<file path="config.mk">
export PLATFORM = sky130hd
export DESIGN_NAME = touch_key_press_qualifier_core
export DESIGN_NICKNAME = d
export VERILOG_FILES = /design/src/rtl/core/tkpq_pkg.sv /design/src/rtl/core/touch_key_press_qualifier_core.sv /design/src/rtl/core/tkpq_cfg_regs.sv /design/src/rtl/core/tkpq_engine.sv
export SDC_FILE = /design/constraint.sdc
export NUM_CORES = 1
export LEC_CHECK = 0
export BUFFER_PORTS_ARGS = -buffer_cell sky130_fd_sc_hd__buf_2
export CORE_MARGIN = 3
export CORE_UTILIZATION = 55
export CTS_BUF_LIST = sky130_fd_sc_hd__clkbuf_8
export CTS_CLUSTER_DIAMETER = 150
export CTS_CLUSTER_SIZE = 16
export DETAILED_ROUTE_END_ITERATION = 10
export PLACE_DENSITY = 0.79
export SLEW_MARGIN = 20
export SYNTH_ARGS = -nofsm -noshare
export SYNTH_HDL_FRONTEND = slang
export SYNTH_SLANG_ARGS = --single-unit
</file>
<file path="constraint.sdc">
create_clock -name clk -period 4.05 [get_ports clk]
set_input_delay 0.405 -clock clk [delete_from_list [all_inputs] [get_ports clk]]
set_output_delay 0.405 -clock clk [all_outputs]
set_load 0.02 [all_outputs]
</file>
<file path="src/rtl/core/tkpq_pkg.sv">
// tkpq_pkg: shared types, codes and reset values for the touch key press qualifier
// no dependencies; imported by every module of the block
`timescale 1ns / 1ps
`default_nettype none

package tkpq_pkg;

    // decoded key codes
    typedef enum logic [2:0] {
        KEY_NONE  = 3'd0,
        KEY_K1    = 3'd1,
        KEY_K2    = 3'd2,
        KEY_K3    = 3'd3,
        KEY_K4    = 3'd4,
        KEY_COMBO = 3'd5
    } tkpq_key_t;

    // debounce phase codes
    localparam logic [2:0] PH_REST    = 3'd0;
    localparam logic [2:0] PH_SEEN1   = 3'd1;
    localparam logic [2:0] PH_SEEN2   = 3'd2;
    localparam logic [2:0] PH_CONFIRM = 3'd3;
    localparam logic [2:0] PH_COUNT   = 3'd4;
    localparam logic [2:0] PH_CHECK   = 3'd5;

    // hold counter lanes
    localparam int NUM_LANES = 5;
    localparam int LANE_K1    = 0;
    localparam int LANE_K2    = 1;
    localparam int LANE_K3    = 2;
    localparam int LANE_K4    = 3;
    localparam int LANE_COMBO = 4;

    // register indexes and reset values
    localparam logic [1:0] REG_LONG_PRESS   = 2'd0;
    localparam logic [1:0] REG_REPEAT       = 2'd1;
    localparam logic [1:0] REG_COMBO_WINDOW = 2'd2;
    localparam logic [7:0] LONG_PRESS_RESET   = 8'd150;
    localparam logic [7:0] REPEAT_RESET       = 8'd5;
    localparam logic [7:0] COMBO_WINDOW_RESET = 8'd50;

    // raw scan masks
    localparam logic [15:0] MASK_K2    = 16'h0001;
    localparam logic [15:0] MASK_K1    = 16'h0002;
    localparam logic [15:0] MASK_K4    = 16'h0004;
    localparam logic [15:0] MASK_K3    = 16'h0008;
    localparam logic [15:0] MASK_COMBO = 16'h000c;

    typedef struct packed {
        logic [7:0] long_press_ticks;
        logic [7:0] repeat_ticks;
        logic [7:0] combo_window_ticks;
    } tkpq_cfg_t;

    typedef struct packed {
        logic short_k1;
        logic short_k2;
        logic short_k3;
        logic short_k4;
        logic long_k1;
        logic long_k2;
        logic long_k3;
        logic long_k4;
        logic long_combo;
        logic repeating;
    } tkpq_result_t;

    // map a scan mask to a key code
    function automatic tkpq_key_t decode_mask(input logic [15:0] mask);
        tkpq_key_t k;
        case (mask)
            MASK_K2:    k = KEY_K2;
            MASK_K1:    k = KEY_K1;
            MASK_K4:    k = KEY_K4;
            MASK_K3:    k = KEY_K3;
            MASK_COMBO: k = KEY_COMBO;
            default:    k = KEY_NONE;
        endcase
        return k;
    endfunction

endpackage

`default_nettype wire

</file>
<file path="src/rtl/core/touch_key_press_qualifier_core.sv">
// touch_key_press_qualifier_core: top level with input register, engine and result register
// depends on tkpq_pkg, tkpq_cfg_regs and tkpq_engine
`timescale 1ns / 1ps
`default_nettype none

// Touch key press qualifier. Each input transaction is one scan tick carrying a
// 16-bit touch mask, and each tick yields exactly one result transaction of ten
// event bits (short, long, auto-repeat pulses and the repeating level). The block
// takes one transaction per clock while the result register is free or draining:
// a scan is captured in an input register, the engine evaluates it in one pass
// against the debounce and counter state, and the events land in a result
// register once the scan advances. The engine state updates only when a scan
// advances. A waiting result holds the scan in the input register, which then
// takes no new scan until the result is taken. Thresholds are written over the APB
// port at byte addresses 0, 4 and 8; the user must write them only while no
// transaction is in flight, as the block itself does not enforce this.

module touch_key_press_qualifier_core
    import tkpq_pkg::*;
(
    input  wire logic        clk,
    input  wire logic        rst_n,
    input  wire logic        psel,
    input  wire logic        penable,
    input  wire logic        pwrite,
    input  wire logic [3:0]  paddr,
    input  wire logic [31:0] pwdata,
    output logic      [31:0] prdata,
    output logic             pready,
    input  wire logic        in_valid,
    output logic             in_ready,
    input  wire logic [15:0] touch_mask,
    output logic             out_valid,
    input  wire logic        out_ready,
    output logic             short_k1,
    output logic             short_k2,
    output logic             short_k3,
    output logic             short_k4,
    output logic             long_k1,
    output logic             long_k2,
    output logic             long_k3,
    output logic             long_k4,
    output logic             long_combo,
    output logic             repeating
);

    tkpq_cfg_t    cfg;
    tkpq_result_t eng_result;
    tkpq_result_t res_reg;
    logic [15:0]  mask_reg;
    logic         in_vld_reg;
    logic         out_vld_reg;
    logic         advance;

    tkpq_cfg_regs u_cfg (
        .clk     (clk),
        .rst_n   (rst_n),
        .psel    (psel),
        .penable (penable),
        .pwrite  (pwrite),
        .paddr   (paddr),
        .pwdata  (pwdata),
        .prdata  (prdata),
        .pready  (pready),
        .cfg     (cfg)
    );

    // input stage moves into the result stage when that slot is free or draining
    assign advance  = in_vld_reg && (!out_vld_reg || out_ready);
    assign in_ready = !in_vld_reg || advance;

    tkpq_engine u_engine (
        .clk    (clk),
        .rst_n  (rst_n),
        .step   (advance),
        .mask   (mask_reg),
        .cfg    (cfg),
        .result (eng_result)
    );

    // valid flags
    always_ff @(posedge clk or negedge rst_n)
    begin
        if (!rst_n)
        begin
            in_vld_reg  <= 1'b0;
            out_vld_reg <= 1'b0;
        end
        else
        begin
            if (in_ready)
                in_vld_reg <= in_valid;
            if (advance)
                out_vld_reg <= 1'b1;
            else if (out_ready)
                out_vld_reg <= 1'b0;
        end
    end

    // payload registers
    always_ff @(posedge clk)
    begin
        if (in_valid && in_ready)
            mask_reg <= touch_mask;
        if (advance)
            res_reg <= eng_result;
    end

    assign out_valid  = out_vld_reg;
    assign short_k1   = res_reg.short_k1;
    assign short_k2   = res_reg.short_k2;
    assign short_k3   = res_reg.short_k3;
    assign short_k4   = res_reg.short_k4;
    assign long_k1    = res_reg.long_k1;
    assign long_k2    = res_reg.long_k2;
    assign long_k3    = res_reg.long_k3;
    assign long_k4    = res_reg.long_k4;
    assign long_combo = res_reg.long_combo;
    assign repeating  = res_reg.repeating;

endmodule

`default_nettype wire

</file>
<file path="src/rtl/core/tkpq_cfg_regs.sv">
// tkpq_cfg_regs: apb register file for the three tick thresholds
// depends on tkpq_pkg
`timescale 1ns / 1ps
`default_nettype none

module tkpq_cfg_regs
    import tkpq_pkg::*;
(
    input  wire logic        clk,
    input  wire logic        rst_n,
    input  wire logic        psel,
    input  wire logic        penable,
    input  wire logic        pwrite,
    input  wire logic [3:0]  paddr,
    input  wire logic [31:0] pwdata,
    output logic      [31:0] prdata,
    output logic             pready,
    output tkpq_cfg_t        cfg
);

    tkpq_cfg_t  cfg_reg;
    logic       wr_en;
    logic [1:0] reg_idx;

    assign pready  = 1'b1;
    assign reg_idx = paddr[3:2];
    assign wr_en   = psel & penable & pwrite & pready;

    // register writes on the access cycle
    always_ff @(posedge clk or negedge rst_n)
    begin
        if (!rst_n)
        begin
            cfg_reg.long_press_ticks   <= LONG_PRESS_RESET;
            cfg_reg.repeat_ticks       <= REPEAT_RESET;
            cfg_reg.combo_window_ticks <= COMBO_WINDOW_RESET;
        end
        else if (wr_en)
        begin
            case (reg_idx)
                REG_LONG_PRESS:   cfg_reg.long_press_ticks   <= pwdata[7:0];
                REG_REPEAT:       cfg_reg.repeat_ticks       <= pwdata[7:0];
                REG_COMBO_WINDOW: cfg_reg.combo_window_ticks <= pwdata[7:0];
                default:          ;
            endcase
        end
    end

    // read mux
    always_comb
    begin
        case (reg_idx)
            REG_LONG_PRESS:   prdata = {24'd0, cfg_reg.long_press_ticks};
            REG_REPEAT:       prdata = {24'd0, cfg_reg.repeat_ticks};
            REG_COMBO_WINDOW: prdata = {24'd0, cfg_reg.combo_window_ticks};
            default:          prdata = 32'd0;
        endcase
    end

    assign cfg = cfg_reg;

endmodule

`default_nettype wire

</file>
<file path="src/rtl/core/tkpq_engine.sv">
// tkpq_engine: debounce phase, hold counters and combo window, one scan per step
// depends on tkpq_pkg; the result is combinational and registered by the top level
`timescale 1ns / 1ps
`default_nettype none

module tkpq_engine
    import tkpq_pkg::*;
(
    input  wire logic        clk,
    input  wire logic        rst_n,
    input  wire logic        step,
    input  wire logic [15:0] mask,
    input  tkpq_cfg_t        cfg,
    output tkpq_result_t     result
);

    logic [2:0]                 phase_reg, phase_next, phase_inc;
    tkpq_key_t                  cand_reg, cand_next;
    logic [NUM_LANES-1:0][7:0]  hold_reg, hold_next;
    logic [NUM_LANES-1:0]       lr_reg, lr_next;
    logic [1:0]                 udl_reg, udl_next;
    logic                       win_act_reg, win_act_next;
    logic [7:0]                 win_cnt_reg, win_cnt_next;
    logic                       rep_reg, rep_next;

    tkpq_key_t                  key;
    logic [NUM_LANES-1:0]       pulse;
    logic [7:0]                 inc;
    logic                       updown;
    logic                       sk1, sk2, sk3, sk4;

    assign key       = decode_mask(mask);
    assign phase_inc = phase_reg + 3'd1;

    // next state and events for one scan
    always_comb
    begin
        phase_next   = phase_inc;
        cand_next    = cand_reg;
        hold_next    = hold_reg;
        lr_next      = lr_reg;
        udl_next     = udl_reg;
        win_act_next = win_act_reg;
        win_cnt_next = win_cnt_reg;
        rep_next     = rep_reg;
        pulse        = '0;
        inc          = 8'd0;
        updown       = 1'b0;
        sk1          = 1'b0;
        sk2          = 1'b0;
        sk3          = 1'b0;
        sk4          = 1'b0;

        case (phase_inc)
            PH_SEEN1, PH_SEEN2:
            begin
                if (key == KEY_NONE)
                    phase_next = PH_REST;
                else
                    cand_next = key;
            end
            PH_CONFIRM:
            begin
                if (cand_reg != key)
                begin
                    cand_next  = KEY_NONE;
                    phase_next = PH_REST;
                end
            end
            PH_COUNT:
            begin
                // only the lane of the held key advances
                for (int i = 0; i < NUM_LANES; i++)
                begin
                    if (key == tkpq_key_t'(3'(i + 1)))
                    begin
                        inc    = hold_reg[i] + 8'd1;
                        updown = (i == LANE_K3) || (i == LANE_K4);
                        if (!lr_reg[i])
                        begin
                            hold_next[i] = inc;
                            if (inc >= cfg.long_press_ticks)
                            begin
                                hold_next[i] = 8'd0;
                                lr_next[i]   = 1'b1;
                                pulse[i]     = 1'b1;
                                if (updown)
                                    udl_next[1'(i - LANE_K3)] = 1'b1;
                            end
                        end
                        else if (updown)
                        begin
                            udl_next[1'(i - LANE_K3)] = 1'b1;
                            hold_next[i] = inc;
                            if (inc >= cfg.repeat_ticks)
                            begin
                                hold_next[i] = 8'd0;
                                pulse[i]     = 1'b1;
                                rep_next     = 1'b1;
                            end
                        end
                    end
                end
                if (key == KEY_COMBO)
                begin
                    win_act_next = 1'b1;
                    win_cnt_next = 8'd0;
                end
            end
            PH_CHECK:
            begin
                if (key == KEY_NONE)
                begin
                    // release: judge short presses, then clear the hold, long, repeat and debounce state
                    sk1 = (hold_reg[LANE_K1] != 8'd0) &&
                          (hold_reg[LANE_K1] < cfg.long_press_ticks);
                    sk2 = (hold_reg[LANE_K2] != 8'd0) &&
                          (hold_reg[LANE_K2] < cfg.long_press_ticks);
                    sk3 = !udl_reg[0] && (hold_reg[LANE_K3] != 8'd0) &&
                          (hold_reg[LANE_K3] < cfg.long_press_ticks);
                    sk4 = !udl_reg[1] && (hold_reg[LANE_K4] != 8'd0) &&
                          (hold_reg[LANE_K4] < cfg.long_press_ticks);
                    hold_next  = '0;
                    lr_next    = '0;
                    udl_next   = '0;
                    rep_next   = 1'b0;
                    phase_next = PH_REST;
                    cand_next  = KEY_NONE;
                end
                else
                begin
                    phase_next = PH_CONFIRM;
                end
            end
            default: ;
        endcase

        // combo window masks up/down short presses
        if (win_act_next)
        begin
            sk3          = 1'b0;
            sk4          = 1'b0;
            win_cnt_next = win_cnt_next + 8'd1;
            if (win_cnt_next >= cfg.combo_window_ticks)
            begin
                win_cnt_next = 8'd0;
                win_act_next = 1'b0;
            end
        end
    end

    // result fields
    always_comb
    begin
        result.short_k1   = sk1;
        result.short_k2   = sk2;
        result.short_k3   = sk3;
        result.short_k4   = sk4;
        result.long_k1    = pulse[LANE_K1];
        result.long_k2    = pulse[LANE_K2];
        result.long_k3    = pulse[LANE_K3];
        result.long_k4    = pulse[LANE_K4];
        result.long_combo = pulse[LANE_COMBO];
        result.repeating  = rep_next;
    end

    // state registers
    always_ff @(posedge clk or negedge rst_n)
    begin
        if (!rst_n)
        begin
            phase_reg   <= PH_REST;
            cand_reg    <= KEY_NONE;
            hold_reg    <= '0;
            lr_reg      <= '0;
            udl_reg     <= '0;
            win_act_reg <= 1'b0;
            win_cnt_reg <= 8'd0;
            rep_reg     <= 1'b0;
        end
        else if (step)
        begin
            phase_reg   <= phase_next;
            cand_reg    <= cand_next;
            hold_reg    <= hold_next;
            lr_reg      <= lr_next;
            udl_reg     <= udl_next;
            win_act_reg <= win_act_next;
            win_cnt_reg <= win_cnt_next;
            rep_reg     <= rep_next;
        end
    end

endmodule

`default_nettype wire
</file>
# Word-level counts from Yosys, hierarchy flattened
# Cells that the tools add are included.
# op_classes
bitwise	8
addsub	7
reduce_logical	42
muxes	73
magnitude_cmp	12
n_eq_ne	30
# ops
cell	n
$mux 8	21
$pmux 40 s2	1
$ge 8x8->1	8
$add 8x1->8 const B	6
$mux 40	1
$mux 1	36
$eq 16x4->1 const B	2
$lt 8x8->1	4
$reduce_bool 8->1	4
$reduce_and 5->1	5
$pmux 8 s3	1
$reduce_and 4->1	5
$pmux 3 s3	2
$eq 16x1->1 const B	1
$eq 16x2->1 const B	1
$eq 16x3->1 const B	1
$mux 3	5
$pmux 3 s5	1
$ne 2x1->1 const B	7
$eq 3x2->1 const B	4
$eq 3x3->1 const B	4
$reduce_and 2->1	6
$reduce_or 3->1	4
$pmux 5 s2	1
20 further kinds	41
# totals
inputBits	59
out_inout_bits	45
wordCells	204
register_bits	114

# Longest topological paths before layout
# depth
ltp_word	9
ltp_mapped	20
ltp_nobuf	19

# Hierarchy
# From an unflattened synthesis, not the netlist that was laid out.
# hier_totals
hier_cells	874
area_unflattened_um2	8541.9
# modules_own_cells
module	cells_per_inst	area_per_inst_um2	n_inst	seq_area_each_um2
tkpq_engine	732	6312.3	1	1551.5
tkpq_cfg_regs	108	1345.0	1	611.8
touch_key_press_qualifier_core	34	884.6	1	830.8

# Worst setup path before layout
# OpenSTA, ideal clock, no wires.
# synth_timing
path_type	flip-flop to flip-flop
startpoint	register mask_reg[0]
endpoint	register u_engine.win_cnt_reg[6]
path_stages_with_launch	20
n_path_buf	2
required_ns	3.946
arrival_ns	4.199
path_slack_ns	-0.253
setup_ns	0.104
synth_period_minus_slack_ns	4.303
cell_sequence	edfxtp_1 -> nor4b_4 -> o2111ai_4 -> or3_1 -> buf_2 -> buf_6 -> and2_1 -> ha_1 -> nand3_1 -> inv_1 -> nand3_1 -> xor2_1 -> nor2_1 -> ha_1 -> a21oi_1 -> o22ai_1 -> or3_1 -> a211oi_2 -> nand2_1 -> o311ai_1
# synth_via
elab_chain_cells	9
word_cells_on_any_way	15
cone_classes	1 x add/sub; 1 x order compare; 6 x eq/ne; 7 x mux
# synth_rtl
item	line_no	rtl
from (decl)	touch_key_press_qualifier_core.sv:50	logic [15:0] mask_reg;
from (signal assigned)	touch_key_press_qualifier_core.sv:104	mask_reg <= touch_mask;
$eq 16x4->1, or another cell as far along	tkpq_pkg.sv:71	case (mask)
$pmux 3 s5 (*)	tkpq_pkg.sv:71	
$eq 3x3->1 (*)	tkpq_engine.sv:104	if (key == KEY_COMBO)
$mux 8	tkpq_engine.sv:104	
$mux 8	tkpq_engine.sv:54	case (phase_inc)
$add 8x1->8	tkpq_engine.sv:143	win_cnt_next = win_cnt_next + 8'd1;
$ge 8x8->1	tkpq_engine.sv:144	if (win_cnt_next >= cfg.combo_window_ticks)
$mux 8	tkpq_engine.sv:144	
$mux 8 (*)	tkpq_engine.sv:139	if (win_act_next)
to (signal assigned)	tkpq_engine.sv:189	win_cnt_reg <= win_cnt_next;
to (decl)	tkpq_engine.sv:23	logic [7:0] win_cnt_reg, win_cnt_next;
# Every way passes the cells marked *; elsewhere a longest branch is shown, timed or not.
# A chain may end at the register's enable or synchronous reset.

# Worst setup path in the final report
# layout_timing
startpoint	register mask_reg[0]
endpoint	register u_engine.win_cnt_reg[5]
# Same word-level chain as after synthesis.

==> summary.md <==
| Metric | Value |
|---|---|
| Peak VDD IR | `266 uV` |
| Later-pin clock latency in the skew report | `0.46 ns` |
| Endpoint class of the critical path | `flop` |
| Total power density per cell area | `about 440 nW/um^2` |
| Flip-flop and latch count after synthesis | `114` |
| Number of diodes added for antenna fixing | `0` |
| Design Power | `4.19 mW` |
| Die height | `between 100 and 150 um` |
| Run status | `finished clean` |
| TritonCTS clock tree | `done` |
| Number of port buffers | `52` |
| I/O pin total | `about 100` |
| Routability-driven placement congestion ratio | `0.870` |
| Flip-flop count of the largest register, all copies and words added | `40` |
| Synth area leaders | `sky130_fd_sc_hd__dfrtp_1, sky130_fd_sc_hd__ha_1, sky130_fd_sc_hd__edfxtp_1` |
| Residual overflow from global routing | `0` |
| Headroom to the max-slew limit | `0.394` |
| Most area-hungry cell type in the Yosys netlist | `sky130_fd_sc_hd__dfrtp_1` |
| Async set-or-reset flop fraction in the synthesized netlist | `0.772` |
| WL per Instance | `17.0 um` |
| Proportion of netlist area held by the largest area contributor | `0.239` |
| Required time at the worst-slack endpoint | `around 4.4 ns` |
| Clock sink count | `114` |
| First-pass DRT Iterations | `5` |
| Aggregate global-route resource usage | `0.240` |
| Reg area | `2990 um^2` |
| Top flip-flop cell by instance count after synthesis | `sky130_fd_sc_hd__dfrtp_1` |
| Final Max Slew Viols | `0` |
| HP Class | `input pin to async pin` |
| Routed via count | `~6600` |
| NumNets Final | `about 1100` |
| Area of the multi-input gates | `about 5000 um^2` |
| Final worst path period need | `around 4 ns` |
| Final Hold Fails | `0` |
| Share of final-layout standard cells stronger than drive strength 1 | `0.200` |
| DRC violation total after the first TritonRoute iteration | `around 430` |
| Mean area per synthesized cell | `about 9.9 um^2` |
| Crit Path Category | `flop to flop` |
| Yosys cell types | `78` |
| Layout overhead on the synthesized area | `14.3%` |
| Total Die Area | `roughly 17000 um^2` |
| Static Leak | `around 4.6 nW` |
| Netlist area before placement | `about 8300 um^2` |
| HPWL after detailed placement | `about 14 mm` |
| Root buffer cell | `sky130_fd_sc_hd__clkbuf_8` |
| Number of placed instances, taps included | `~1100` |
| Number of cells in the finished layout apart from fillers | `1117` |
| Worst-case clock buffer depth | `2` |
| Vias in the first global route | `~6300` |
| Antenna violations before repair | `0` |
| Number of instances in the synthesized netlist | `833` |
| Hold_buf cts | `0` |
| Maximum capacitance violations | `0` |
| Via-per-instance ratio | `about 5.9` |
| Kind of start point of the critical path | `flop` |
| Synth warnings | `0` |
| Maximum fanout along the worst path | `5` |
| Clock buffers created by TritonCTS | `17` |
| Worst slew pin tran | `0.900 ns` |
| Portion of the clock cycle consumed by the worst path in the final layout | `0.974` |
| Setup Skew | `about 0.012 ns` |
| Maximum number of pins on one net before global-route repair | `59` |
| Achievable Freq | `around 250 MHz` |
| Final setup vio count | `0` |
| Arrival time at the worst endpoint | `~4.3 ns` |
| Post-detailed-routing wire length | `~19 mm` |
| CORE AREA | `14600 um^2` |
| Number of flops mapped to enable cells by yosys | `26` |
| Row count | `44` |
| Register area share after synthesis | `0.362` |
| Final-layout fill cell count | `1180` |
| Depth of the CTS H-tree | `4` |
| Die W | `roughly 130 um` |
| Final antenna-violating net count | `0` |
| Clock Pin Slew Worst Setup and Hold Paths | `approximately 0.07 ns` |
| Starting density of the core | `0.566` |
| Final routed DRC violation total | `0` |
| First-pass GRT wire length | `31.3 mm` |
| Setup repair after global routing missed its margin | `true` |
==> kinds of logic (layout without fill, tap and decap cells) <==
| group | after synthesis | after routing | synth area share |
|---|---|---|---|
| and+or+nand+nor | 253 | 253 | 0.171 |
| AOI/OAI and AO/OA | 203 | 203 | 0.173 |
| DFF | 114 | 114 | 0.362 |
| adders and majority gates | 110 | 110 | 0.167 |
| buffers and inverters | 90 | 167 | 0.0539 |
| xor gates and xnor gates | 36 | 36 | 0.0391 |
| muxes | 25 | 25 | 0.0326 |
| other | 2 | 25 | 0.000909 |
==> cell usage after synthesis, types with 5 or more instances <==
library cell,count
sky130_fd_sc_hd__nor3_1,10
sky130_fd_sc_hd__buf_4,25
sky130_fd_sc_hd__dfrtp_1,79
sky130_fd_sc_hd__nand2b_1,17
sky130_fd_sc_hd__nor4_1,16
sky130_fd_sc_hd__or2_2,5
sky130_fd_sc_hd__inv_1,48
sky130_fd_sc_hd__edfxtp_1,26
sky130_fd_sc_hd__o21bai_1,7
sky130_fd_sc_hd__o21a_1,18
sky130_fd_sc_hd__and3_1,13
sky130_fd_sc_hd__o21ai_0,45
sky130_fd_sc_hd__a21o_1,22
sky130_fd_sc_hd__nor2_1,38
sky130_fd_sc_hd__a31oi_1,9
sky130_fd_sc_hd__a21oi_1,18
sky130_fd_sc_hd__a22o_1,18
sky130_fd_sc_hd__nand2_1,70
sky130_fd_sc_hd__mux2i_1,10
sky130_fd_sc_hd__o21ai_1,14
sky130_fd_sc_hd__and2_1,6
sky130_fd_sc_hd__dfstp_2,9
sky130_fd_sc_hd__or3_1,6
sky130_fd_sc_hd__a2111oi_0,6
sky130_fd_sc_hd__xnor2_1,20
sky130_fd_sc_hd__nor2b_1,11
sky130_fd_sc_hd__ha_1,110
sky130_fd_sc_hd__buf_2,5
sky130_fd_sc_hd__clkbuf_1,9
sky130_fd_sc_hd__nand3_1,32
sky130_fd_sc_hd__mux2_2,15
sky130_fd_sc_hd__o22ai_1,6
sky130_fd_sc_hd__xor2_1,15
==> layout make-up <==
cell class | count | share of cell area
clock inverter | 11 | 0.0219
tap | 184 | 0.0244
inverter | 49 | 0.0195
sequential | 114 | 0.317
timing repair buffer | 86 | 0.0564
clock buffer | 21 | 0.0306
multi-input combinational | 652 | 0.530
==> power by group <==
part,leakage [nW],total [mW],switching (mW),internal (mW)
clock,0.253,1.34,0.483,0.855
sequential,1.40,1.48,0.148,1.33
combinational,2.90,1.37,0.827,0.541
total,4.55,4.19,1.46,2.73
==> placed cells by master (no fill, tap or decap), drive strengths merged, types with 11 or more instances in the layout <==
master / synthesis / routed
ha: 110 / 110
buf: 32 / 86
dfrtp: 79 / 79
nand2: 70 / 70
o21ai: 62 / 62
inv: 48 / 49
nor2: 38 / 38
nand3: 33 / 33
edfxtp: 26 / 26
conb: 2 / 25
a21o: 22 / 22
nor4: 22 / 22
clkbuf: 9 / 21
xnor2: 20 / 20
a21oi: 19 / 19
o21a: 18 / 18
a22o: 18 / 18
nand2b: 17 / 17
xor2: 16 / 16
mux2: 15 / 15
and3: 13 / 13
nor2b: 11 / 11
nor3: 11 / 11
==> worst max-delay path, stage by stage, from the launching register on <==
cell and delay [ns]:
sky130_fd_sc_hd__edfxtp_1 0.44, sky130_fd_sc_hd__buf_6 0.16, sky130_fd_sc_hd__buf_6 0.11, sky130_fd_sc_hd__nor3b_4 0.20, sky130_fd_sc_hd__nand4_2 0.13, sky130_fd_sc_hd__or3_4 0.46
sky130_fd_sc_hd__and2_4 0.16, sky130_fd_sc_hd__ha_4 0.16, sky130_fd_sc_hd__nand3_4 0.06, sky130_fd_sc_hd__inv_2 0.05, sky130_fd_sc_hd__nand3_2 0.08, sky130_fd_sc_hd__xor2_1 0.16
sky130_fd_sc_hd__nor2_1 0.06, sky130_fd_sc_hd__ha_1 0.33, sky130_fd_sc_hd__a21oi_2 0.12, sky130_fd_sc_hd__o22ai_1 0.10, sky130_fd_sc_hd__or3_4 0.41, sky130_fd_sc_hd__a211oi_4 0.28
sky130_fd_sc_hd__buf_6 0.16, sky130_fd_sc_hd__a31oi_2 0.09, sky130_fd_sc_hd__o22ai_1 0.15
==> path summary, 6_finish.rpt <==
path | start | endpoint | slack (ns) | cells after the start
setup / recovery | mask_reg[0] | u_engine.win_cnt_reg[5] | 0.10 | 20
hold / removal | rst_n | u_cfg.cfg[6] | 0.01 | 1
setup reg to reg | mask_reg[0] | u_engine.win_cnt_reg[5] | 0.10 | 20
hold reg to reg | in_vld_reg | out_valid | 0.49 | 1
max in group asynchronous | rst_n | u_cfg.cfg[23] | 3.12 | 2
min in group clk | touch_mask[11] | mask_reg[11] | 0.12 | 1
==> per-stage QoR <==
| stage | setup TNS (ns) | utilization | setup slack (ns) | hold slack (ns) | area [um^2] |
|---|---|---|---|---|---|
| 2_1_floorplan | 0 | - | 0.000323 | 0.109 | 8370 |
| 4_1_cts | 0 | 0.639 | 0.0458 | 0.0286 | 9320 |
| 3_3_place_gp | 0 | 0.601 | 0.0190 | 0.464 | 8770 |
| 6_report | 0 | 0.647 | 0.104 | 0.0135 | 9440 |
| 5_1_grt | -0.749 | 0.647 | -0.164 | 0.0526 | 9440 |
| 3_5_place_dp | -0.0588 | 0.601 | -0.0588 | 0.475 | 8770 |
==> timing repair <==
item,in CTS,in global routing
gates cloned,0,0
setup endpoints to repair,1,5
gates resized for setup,2,16
setup buffers,6,6
pin swaps,3,14
==> routing by layer <==
metal  vias up  routed length, um  global-route usage
met4         0                492              0.0976
met2       133               9610               0.398
met1      3245               8190               0.308
met5         -                  0                   0
met3        38                730              0.0477
li1       3193                  -                   -
(Power assumes the default switching activity.)
